**src/rtl/pscs_pkg.sv**
```systemverilog
// Shared constants and types for the scanline crossing sorter.
`timescale 1ns / 1ps
package pscs_pkg;
  localparam int MAX_CROSSINGS = 60;
  localparam int COORD_WIDTH = 32;
  localparam int MARGINS = 4;
  localparam int IDX_W = $clog2(MAX_CROSSINGS);
  localparam int CNT_W = $clog2(MAX_CROSSINGS + 1);
  localparam int OUT_W = $clog2(MAX_CROSSINGS + MARGINS + 1);
  localparam int MAG_W = COORD_WIDTH + 1;
  localparam int DIV_STEPS = COORD_WIDTH + 2;
  localparam int STEP_W = $clog2(DIV_STEPS + 1);
  localparam int NUM_REGS = 6;
  localparam int REG_IDX_W = 3;

  localparam logic [REG_IDX_W-1:0] REG_SCAN_Z = 3'd0;
  localparam logic [REG_IDX_W-1:0] REG_SHIFT_X = 3'd1;
  localparam logic [REG_IDX_W-1:0] REG_LEFT_OUTER = 3'd2;
  localparam logic [REG_IDX_W-1:0] REG_LEFT_INNER = 3'd3;
  localparam logic [REG_IDX_W-1:0] REG_RIGHT_INNER = 3'd4;
  localparam logic [REG_IDX_W-1:0] REG_RIGHT_OUTER = 3'd5;

  typedef logic signed [COORD_WIDTH-1:0] coord_t;

  typedef struct packed {
    coord_t edge_start_x;
    coord_t edge_start_y;
    coord_t edge_end_x;
    coord_t edge_end_y;
    logic   last_edge;
  } edge_t;

  typedef struct packed {
    coord_t boundary_x;
    logic   device_after;
    logic   overflow;
    logic   last_boundary;
  } boundary_t;
endpackage

```
**src/rtl/pscs_stream_if.sv**
```systemverilog
// Valid/ready stream interface carrying one payload beat.
`timescale 1ns / 1ps
interface pscs_stream_if #(parameter type payload_t = logic);
  logic     valid;
  logic     ready;
  payload_t data;
  modport source (output valid, output data, input ready);
  modport sink (input valid, input data, output ready);
endinterface

```
**src/rtl/pscs_ram.sv**
```systemverilog
// Generic single-port-write, single-read RAM with registered read data.
`timescale 1ns / 1ps
module pscs_ram #(
  parameter int WIDTH = 32,
  parameter int DEPTH = 64
) (
  input  logic                     clk,
  input  logic                     wr_en,
  input  logic [$clog2(DEPTH)-1:0] wr_addr,
  input  logic [WIDTH-1:0]         wr_data,
  input  logic [$clog2(DEPTH)-1:0] rd_addr,
  output logic [WIDTH-1:0]         rd_data
);
  logic [WIDTH-1:0] mem [DEPTH];

  always_ff @(posedge clk) begin
    if (wr_en) begin
      mem[wr_addr] <= wr_data;
    end
    rd_data <= mem[rd_addr];
  end
endmodule

```
**src/rtl/polygon_scanline_crossing_sorter.sv**
```systemverilog
// Top level of the scanline polygon crossing sorter.
`timescale 1ns / 1ps
//
// Usage: edges enter on edge_in, one beat per edge with the closing edge of
// every polygon sent as a normal edge. Registers (scan_z, shift_x and the
// four margins) are written through cfg_we/cfg_index/cfg_data while idle.
// An edge that crosses the scan line (lower end inclusive) gets its crossing
// x from a bit-serial multiply-divide of COORD_WIDTH+1 steps, then is sorted
// into the crossing RAM by an insertion walk: one read-modify-write per entry
// moved, from the top of the store down to the insertion point.
// Edges are taken only while idle: the next edge waits until the divider
// and the insertion walk on the single RAM port are through with this one.
// On an edge marked last_edge the block streams count+4 boundary beats on
// boundary_out: two left margins, the shifted, saturated crossings, two
// right margins. A margin beat loads straight into the output register; a
// crossing beat is read from the RAM first, then loaded, when the sink is
// ready. The first beat loads in ST_OUT, after ST_CHECK. A stalled sink holds
// the output register and freezes the stream; no edge is taken until the
// last beat is loaded. Reset clears registers, count, overflow flag and
// control; the RAM contents stay undefined and only entries below the count
// are ever used.
module polygon_scanline_crossing_sorter (
  input  logic                              clk,
  input  logic                              rst,
  pscs_stream_if.sink                       edge_in,
  pscs_stream_if.source                     boundary_out,
  input  logic                              cfg_we,
  input  logic [pscs_pkg::REG_IDX_W-1:0]    cfg_index,
  input  logic [pscs_pkg::COORD_WIDTH-1:0]  cfg_data
);
  import pscs_pkg::*;

  localparam logic [2:0] ST_IDLE = 3'd0;
  localparam logic [2:0] ST_DIV = 3'd1;
  localparam logic [2:0] ST_INS_RD = 3'd2;
  localparam logic [2:0] ST_INS_CMP = 3'd3;
  localparam logic [2:0] ST_OUT = 3'd4;
  localparam logic [2:0] ST_CHECK = 3'd5;

  logic [2:0] state;

  // configuration
  coord_t scan_z, shift_x, left_outer_edge, left_inner_edge;
  coord_t right_inner_edge, right_outer_edge;

  always_ff @(posedge clk) begin
    if (rst) begin
      scan_z <= '0;
      shift_x <= '0;
      left_outer_edge <= '0;
      left_inner_edge <= '0;
      right_inner_edge <= '0;
      right_outer_edge <= '0;
    end else if (cfg_we) begin
      case (cfg_index)
        REG_SCAN_Z:      scan_z <= cfg_data;
        REG_SHIFT_X:     shift_x <= cfg_data;
        REG_LEFT_OUTER:  left_outer_edge <= cfg_data;
        REG_LEFT_INNER:  left_inner_edge <= cfg_data;
        REG_RIGHT_INNER: right_inner_edge <= cfg_data;
        REG_RIGHT_OUTER: right_outer_edge <= cfg_data;
        default: ;
      endcase
    end
  end

  // run state
  logic [CNT_W-1:0] crossing_count;
  logic             overflow_flag;
  logic             last_pending;

  // divider: floor(a*b/c), one bit of a per step
  logic [MAG_W-1:0]  div_a, div_b, div_c, div_q;
  logic [MAG_W+1:0]  div_r;
  logic [STEP_W-1:0] div_step;
  logic              dx_neg;
  coord_t            x0;
  coord_t            new_x;

  // insertion walk
  logic [CNT_W-1:0] ins_pos;

  // RAM port
  logic             ram_we;
  logic [IDX_W-1:0] ram_waddr, ram_raddr;
  coord_t           ram_wdata, ram_rdata;

  pscs_ram #(.WIDTH(COORD_WIDTH), .DEPTH(MAX_CROSSINGS)) u_store (
    .clk    (clk),
    .wr_en  (ram_we),
    .wr_addr(ram_waddr),
    .wr_data(ram_wdata),
    .rd_addr(ram_raddr),
    .rd_data(ram_rdata)
  );

  // output sequencing
  logic [OUT_W-1:0] out_k, out_n;
  logic             out_rd_pending; // a RAM read for beat out_k is in flight
  logic             out_valid;
  boundary_t        out_beat;

  // edge decode
  edge_t e;
  logic  crosses;
  logic signed [COORD_WIDTH:0] dx_w, dz_w, dy_w;
  assign e = edge_in.data;
  assign crosses = (e.edge_start_y <= scan_z && scan_z < e.edge_end_y) ||
                   (e.edge_end_y <= scan_z && scan_z < e.edge_start_y);
  assign dx_w = {e.edge_end_x[COORD_WIDTH-1], e.edge_end_x} -
                {e.edge_start_x[COORD_WIDTH-1], e.edge_start_x};
  assign dz_w = {scan_z[COORD_WIDTH-1], scan_z} -
                {e.edge_start_y[COORD_WIDTH-1], e.edge_start_y};
  assign dy_w = {e.edge_end_y[COORD_WIDTH-1], e.edge_end_y} -
                {e.edge_start_y[COORD_WIDTH-1], e.edge_start_y};

  function automatic logic [MAG_W-1:0] mag_of(input logic signed [COORD_WIDTH:0] v);
    return v[COORD_WIDTH] ? MAG_W'(-v) : MAG_W'(v);
  endfunction

  // divider step
  logic [MAG_W+1:0] r1, r2;
  logic [MAG_W-1:0] q1, q2;
  always_comb begin
    r1 = {div_r[MAG_W:0], 1'b0};
    q1 = {div_q[MAG_W-2:0], 1'b0};
    if (r1 >= {2'b00, div_c}) begin
      r1 = r1 - {2'b00, div_c};
      q1 = q1 + 1'b1;
    end
    r2 = r1;
    q2 = q1;
    if (div_a[MAG_W-1]) begin
      r2 = r1 + {2'b00, div_b};
      if (r2 >= {2'b00, div_c}) begin
        r2 = r2 - {2'b00, div_c};
        q2 = q1 + 1'b1;
      end
    end
  end

  // saturated shifted crossing
  logic signed [COORD_WIDTH:0] shifted;
  coord_t sat_x;
  always_comb begin
    shifted = {ram_rdata[COORD_WIDTH-1], ram_rdata} + {shift_x[COORD_WIDTH-1], shift_x};
    if (shifted[COORD_WIDTH] != shifted[COORD_WIDTH-1]) begin
      sat_x = shifted[COORD_WIDTH] ? {1'b1, {(COORD_WIDTH-1){1'b0}}}
                                   : {1'b0, {(COORD_WIDTH-1){1'b1}}};
    end else begin
      sat_x = shifted[COORD_WIDTH-1:0];
    end
  end

  logic out_take;
  assign out_take = out_valid && boundary_out.ready;
  // output register may load when empty or being drained
  logic out_free;
  assign out_free = !out_valid || boundary_out.ready;

  assign edge_in.ready = (state == ST_IDLE);
  assign boundary_out.valid = out_valid;
  assign boundary_out.data = out_beat;

  // RAM address/write control
  always_comb begin
    ram_we = 1'b0;
    ram_waddr = '0;
    ram_wdata = ram_rdata;
    ram_raddr = '0;
    case (state)
      ST_INS_RD: begin
        ram_raddr = IDX_W'(ins_pos - 1'b1);
      end
      ST_INS_CMP: begin
        ram_raddr = IDX_W'(ins_pos - 2'd2);
        if (ins_pos != '0 && ram_rdata > new_x) begin
          ram_we = 1'b1;
          ram_waddr = IDX_W'(ins_pos);
          ram_wdata = ram_rdata;
        end else begin
          ram_we = 1'b1;
          ram_waddr = IDX_W'(ins_pos);
          ram_wdata = new_x;
        end
      end
      ST_OUT: begin
        ram_raddr = IDX_W'(out_k - 2'd2);
      end
      default: ;
    endcase
  end

  // next beat index to present and whether it needs RAM data
  logic is_cross;
  assign is_cross = (out_k >= OUT_W'(2)) && (out_k < out_n - OUT_W'(2));

  // load the output register with beat out_k this cycle
  logic out_load;
  assign out_load = (state == ST_OUT) && out_free && !(is_cross && !out_rd_pending);

  always_ff @(posedge clk) begin
    if (rst) begin
      out_valid <= 1'b0;
    end else if (out_load) begin
      out_valid <= 1'b1;
    end else if (out_take) begin
      out_valid <= 1'b0;
    end
  end

  always_ff @(posedge clk) begin
    if (rst) begin
      state <= ST_IDLE;
      crossing_count <= '0;
      overflow_flag <= 1'b0;
      last_pending <= 1'b0;
      out_rd_pending <= 1'b0;
      out_k <= '0;
      out_n <= '0;
      div_step <= '0;
      ins_pos <= '0;
    end else begin
      case (state)
        ST_IDLE: begin
          if (edge_in.valid) begin
            last_pending <= e.last_edge;
            x0 <= e.edge_start_x;
            dx_neg <= dx_w[COORD_WIDTH];
            if (crosses) begin
              div_a <= mag_of(dx_w);
              div_b <= mag_of(dz_w);
              div_c <= mag_of(dy_w);
              div_q <= '0;
              div_r <= '0;
              div_step <= '0;
              state <= ST_DIV;
            end else begin
              state <= ST_CHECK;
            end
          end
        end
        ST_DIV: begin
          // leading zero steps of the reference loop are absorbed by MAG_W
          div_r <= r2;
          div_q <= q2;
          div_a <= {div_a[MAG_W-2:0], 1'b0};
          if (div_step == STEP_W'(MAG_W - 1)) begin
            new_x <= dx_neg ? COORD_WIDTH'(x0 - q2[COORD_WIDTH-1:0])
                            : COORD_WIDTH'(x0 + q2[COORD_WIDTH-1:0]);
            if (crossing_count == CNT_W'(MAX_CROSSINGS)) begin
              overflow_flag <= 1'b1;
              state <= ST_CHECK;
            end else begin
              ins_pos <= crossing_count;
              state <= ST_INS_RD;
            end
          end
          div_step <= div_step + 1'b1;
        end
        ST_INS_RD: begin
          if (ins_pos == '0) begin
            // empty store: write directly through the compare state
            state <= ST_INS_CMP;
          end else begin
            state <= ST_INS_CMP;
          end
        end
        ST_INS_CMP: begin
          if (ins_pos != '0 && ram_rdata > new_x) begin
            ins_pos <= ins_pos - 1'b1;
            // read for the next lower entry was issued this cycle
          end else begin
            crossing_count <= crossing_count + 1'b1;
            state <= ST_CHECK;
          end
        end
        ST_CHECK: begin
          if (last_pending) begin
            out_n <= OUT_W'(crossing_count) + OUT_W'(MARGINS);
            out_k <= '0;
            out_rd_pending <= 1'b0;
            state <= ST_OUT;
          end else begin
            state <= ST_IDLE;
          end
        end
        ST_OUT: begin
          if (out_free) begin
            if (is_cross && !out_rd_pending) begin
              // issue read this cycle; the beat loads once out_rd_pending is set and the register is free
              out_rd_pending <= 1'b1;
            end else begin
              out_rd_pending <= 1'b0;
              out_beat.device_after <= !out_k[0] && out_k >= OUT_W'(2) &&
                                       out_k + OUT_W'(4) <= out_n;
              out_beat.overflow <= overflow_flag;
              out_beat.last_boundary <= (out_k == out_n - 1'b1);
              if (out_k == '0) out_beat.boundary_x <= left_outer_edge;
              else if (out_k == OUT_W'(1)) out_beat.boundary_x <= left_inner_edge;
              else if (out_k == out_n - OUT_W'(2)) out_beat.boundary_x <= right_inner_edge;
              else if (out_k == out_n - 1'b1) out_beat.boundary_x <= right_outer_edge;
              else out_beat.boundary_x <= sat_x;
              out_k <= out_k + 1'b1;
              if (out_k == out_n - 1'b1) begin
                crossing_count <= '0;
                overflow_flag <= 1'b0;
                state <= ST_IDLE;
              end
            end
          end
        end
        default: state <= ST_IDLE;
      endcase
    end
  end

`ifndef SYNTHESIS
  a_count_cap: assert property (@(posedge clk) disable iff (rst)
    crossing_count <= CNT_W'(MAX_CROSSINGS))
    else $error("crossing count above capacity");
  a_no_accept_busy: assert property (@(posedge clk) disable iff (rst)
    (state != ST_IDLE) |-> !edge_in.ready)
    else $error("edge accepted while busy");
  a_run_clears: assert property (@(posedge clk) disable iff (rst)
    (out_load && out_k == out_n - 1'b1) |=> (crossing_count == '0))
    else $error("run end did not clear count");
  a_idle_no_write: assert property (@(posedge clk) disable iff (rst)
    (state == ST_IDLE) |-> !ram_we)
    else $error("store written while idle");
`endif
endmodule

```
**src/flat_wrapper.sv**
```systemverilog
// flat-port wrapper written by rule: the top's interface ports become plain ports
module polygon_scanline_crossing_sorter_flat import pscs_pkg::*;
  (clk, rst, cfg_we, cfg_index, cfg_data, edge_in_valid, edge_in_data, edge_in_ready, boundary_out_valid, boundary_out_data, boundary_out_ready);
  pscs_stream_if #(.payload_t(edge_t)) edge_in_i ();
  pscs_stream_if #(.payload_t(boundary_t)) boundary_out_i ();
  input  logic clk;
  input  logic rst;
  input  logic cfg_we;
  input  logic [pscs_pkg::REG_IDX_W-1:0] cfg_index;
  input  logic [pscs_pkg::COORD_WIDTH-1:0] cfg_data;
  input wire logic [$bits(edge_in_i.valid)-1:0] edge_in_valid;
  input wire logic [$bits(edge_in_i.data)-1:0] edge_in_data;
  output wire logic [$bits(edge_in_i.ready)-1:0] edge_in_ready;
  output wire logic [$bits(boundary_out_i.valid)-1:0] boundary_out_valid;
  output wire logic [$bits(boundary_out_i.data)-1:0] boundary_out_data;
  input wire logic [$bits(boundary_out_i.ready)-1:0] boundary_out_ready;
  assign edge_in_i.valid = edge_in_valid;
  assign edge_in_i.data = edge_in_data;
  assign edge_in_ready = edge_in_i.ready;
  assign boundary_out_valid = boundary_out_i.valid;
  assign boundary_out_data = boundary_out_i.data;
  assign boundary_out_i.ready = boundary_out_ready;
  polygon_scanline_crossing_sorter u_core (.clk(clk), .rst(rst), .edge_in(edge_in_i), .boundary_out(boundary_out_i), .cfg_we(cfg_we), .cfg_index(cfg_index), .cfg_data(cfg_data));
endmodule
```
**config.mk**
```make
export PLATFORM = sky130hd
export DESIGN_NAME = polygon_scanline_crossing_sorter_flat
export DESIGN_NICKNAME = d
export VERILOG_FILES = /design/src/rtl/pscs_pkg.sv /design/src/rtl/pscs_stream_if.sv /design/src/rtl/pscs_ram.sv /design/src/rtl/polygon_scanline_crossing_sorter.sv /design/src/flat_wrapper.sv
export SDC_FILE = /design/constraint.sdc
export NUM_CORES = 2
export LEC_CHECK = 0
export BUFFER_PORTS_ARGS = -buffer_cell sky130_fd_sc_hd__buf_4
export CORE_ASPECT_RATIO = 1.1
export CORE_MARGIN = 8
export CORE_UTILIZATION = 50
export CTS_BUF_LIST = sky130_fd_sc_hd__clkbuf_8 sky130_fd_sc_hd__clkbuf_16
export CTS_CLUSTER_DIAMETER = 150
export CTS_CLUSTER_SIZE = 40
export DETAILED_ROUTE_END_ITERATION = 7
export GPL_ROUTABILITY_DRIVEN = 0
export GPL_TIMING_DRIVEN = 0
export PLACE_DENSITY_LB_ADDON = 0.05
export SYNTH_ARGS = -nofsm -noshare
export SYNTH_HDL_FRONTEND = slang
export SYNTH_HIERARCHICAL = 1
export SYNTH_SLANG_ARGS = --single-unit
```
**constraint.sdc**
```tcl
create_clock -name clk -period 20.9 [get_ports clk]
set_input_delay 4.18 -clock clk [delete_from_list [all_inputs] [get_ports clk]]
set_output_delay 4.18 -clock clk [all_outputs]
set_load 0.05 [all_outputs]
```
==> metrics.yaml <==
drtIter0Drc: 8491
final-hold-violation-count: 0
reg2reg_depth: 54
layout-drive-gt1-share_pct: 13.4
num_rows: 183
crit_family: "compound AO/OA/AOI/OAI gates"
max-vdd-ir-drop_v: 0.000133
start_util_pct: 50.2
crit_path_start: "u_core/div_c[1]"
cp_slowest_stage_delay_ns: 0.66
die-area_um2: 242000
nFillCells: 18400
grt_max_degree: 67
core_area_um2: 226000
cts_sinks: 2447
cp_slowest_cell: "buf_1"
syn-cell-area_um2: 113000
drt-total-wl_um: 345000
cts_buffers: 72
period_needed_ns: 14.60
end_kind: "flop"
die_x_um: 470
yosysWarningCount: 6
finalCritPeriodShare_pct: 69.9
hpwl_um: 257000
synthCells: 8185
grt_use_total_pct: 27.5
outcome: "complete, no violations"
die_h_um: 516
ys_types: 105
crit_type: "flop to flop"
ys.flop_type: "edfxtp_1"
dr.pass1.iters: 6
clock.fmax_mhz: 68.5
cts_resized: 0
syn_avg_cell_area_um2: 13.9
ys_ff_latch: 2447
cts_tree: "yes"
wl_per_cell_um: 29.7
finalClockSkew_ns: 0.0629
max-clock-path-buffers: 3
grt_remaining_overflow: 0
seqCellArea_um2: 70800
final.setup.tns_ns: 0
io_pins: 206
cp_data_required_time_ns: 21.43
post_cts_buffers: 0
slew-limit-headroom_pct: 13.6
setup_viol: 0
reg2reg_slack_ns: 6.30
synth_nets: 8720
worst-path-buf-inv: 6
path_clk_slew_ns: 0.14
dr_total_vias: 72900
rsz0062_at_grt: "false"
leakagePower_nw: 40.9
grt_pass1_vias: 70800
crit_fanout: 10
dp.cells: 11500
worst_ep_arrival_time_ns: 15.13
multi_input_area_um2: 40400
clockRootBuffer: "clkbuf_16"
fin_cells: 11600
crit_path_start_kind: "flop"
antenna_found_initial: 9
r2r_end: "u_core/new_x[31]"
holdWs_ns: 0.465
fin_nets: 9127
rr_startpoint: "u_core/div_c[1]"
critical_path.most_common_cell: "o21ai_0"
clk-insertion-delay-late_ns: 0.80
worst_pin_slew_ns: 1.29
io_buffers: 205
drc: 0
async_reset_ff_share_pct: 0
synth-seq-area-share_pct: 62.5
areaGrowthSynthToFinish_pct: 9.58
path_depth: 54
synth-edff-count: 2184
cap_violations: 0
htree_levels: 3
power_density_nw_per_um2: 128
ant_nets: 0
cts_hold_buf: 0
grt_pass1_wl_um: 491000
crit_end: "u_core/new_x[31]"
worst_hold_path_type: "flop to flop"
timing.final.max_slew_violations: 0
via_per_inst: 6.30
==> kinds of logic (layout without fill, tap and decap cells) <==
kind of cell	count (synthesis)	after routing	share of synthesized area (%)
DFF	2447	2447	62.5
and+or+nand+nor	1955	1955	7.82
AOI/OAI and AO/OA	1807	1807	10.2
buffers and inverters	691	1123	2.62
muxes	517	517	9.67
xor gates and xnor gates	387	387	2.99
adders and majority gates	381	381	4.22
other	0	6	0
==> synth_stat cells (16+ instances only) <==
cell type	number	area (µm²)
nor2b_1	48	300
xor2_1	140	1230
o31ai_1	33	248
or3_1	33	206
buf_6	19	214
or4_1	16	120
o21ai_1	40	200
a21o_1	121	908
and3_1	57	357
buf_4	19	143
a21oi_1	571	2860
and2_1	32	200
nand4_1	56	350
edfxtp_1	2184	65600
a22o_1	31	272
a31oi_1	73	457
a211oi_1	48	360
nor4_1	16	100
o211a_1	26	260
nor2_1	473	1780
a31o_2	20	175
a22oi_1	116	871
inv_1	301	1130
a311oi_1	20	175
mux4_2	462	10400
mux2i_1	50	500
o21a_1	83	623
clkbuf_1	262	983
buf_2	50	250
nand2_1	830	3120
o211ai_1	53	398
xnor2_1	247	2160
nor3_1	100	500
nand3_1	154	771
o21ai_0	338	1690
o21bai_1	30	225
dfxtp_1	263	5270
a21boi_0	17	128
or2_2	29	181
o22ai_1	18	113
buf_1	30	113
ha_1	358	4480
a221oi_1	27	236
nand2b_1	46	288
==> per-stage QoR <==
step / utilization, % / power [mW] / worst slack (ns) / area [µm²]
finish: 55.0 / 15.9 / 6.30 / 124000
CTS: 55.0 / 15.8 / 6.40 / 124000
detailed placement: 54.1 / 13.7 / 6.47 / 122000
global placement: 52.6 / 13.6 / 6.49 / 119000
floorplan: - / 10.9 / 10.15 / 113000
global route: 55.0 / 16.5 / 5.30 / 124000
==> layout make-up <==
class	count	share of cell area, %
antenna	6	0.0121
buffer	388	1.47
clock buffer	74	1.49
clock inverter	25	0.198
inverter	303	0.915
multi-input combinational	5047	32.5
sequential	2447	57.0
tap	2960	2.98
timing repair buffer	333	3.40
==> worst reg2reg max path: cells and delay by family, from the launching register on <==
family                   cells  cell delay, ns
AO/OA/AOI/OAI               26            6.37
buffers and inverters        6            2.21
AND/OR/NAND/NOR             11            2.05
adder cells (fa/ha/maj)      6            1.92
XOR/XNOR                     4            1.01
flip-flops                   1            0.49
multiplexers                 1            0.32
==> cells in the final DEF (no fill, tap or decap), types with 96 or more instances in the layout <==
cell type / n
nor2_1: 414
xor2_1: 140
edfxtp_1: 2184
nand3_1: 154
ha_1: 358
mux4_2: 462
nand2_1: 830
buf_4: 225
nor3_1: 96
a21oi_1: 571
a22oi_1: 116
o21ai_0: 307
clkbuf_1: 262
a21o_1: 121
inv_1: 317
dfxtp_1: 263
xnor2_1: 247
==> where the power goes <==
group / internal, mW / switching (mW) / total, mW
clock network: 0.678 / 1.43 / 2.11
logic: 2.53 / 4.87 / 7.40
registers: 6.14 / 0.204 / 6.34
==> registers in the layout (all words and copies together) (netlist names), 33 cells and up <==
signal                    cells
u_core/u_store/mem         1920
u_core/boundary_out.data     35
u_core/div_r                 34
u_core/div_a                 33
u_core/div_b                 33
u_core/div_c                 33
==> worst min path at each step <==
| stage | from | end | cells past startpoint |
|---|---|---|---|
| finish | u_core/left_inner_edge[22] | u_core/left_inner_edge[22] | 2 |
| global route | u_core/left_inner_edge[22] | u_core/left_inner_edge[22] | 2 |
| CTS | u_core/left_inner_edge[16] | u_core/left_inner_edge[16] | 2 |
| detailed placement | u_core/right_outer_edge[23] | u_core/right_outer_edge[23] | 2 |
| global placement | u_core/left_inner_edge[29] | u_core/left_inner_edge[29] | 2 |
| floorplan | u_core/overflow_flag | u_core/boundary_out.data[1] | 0 |
==> layer usage <==
layer / vias up / share of wire, % / GRT usage [%]
met5: - / 0.0055 / 0
met4: 2 / 5.1 / 11.8
met2: 3021 / 49 / 47.1
met3: 571 / 6.8 / 3.53
li1: 32100 / - / -
met1: 37200 / 39 / 35.5
Note: power is estimated with default switching activity, not from simulation.
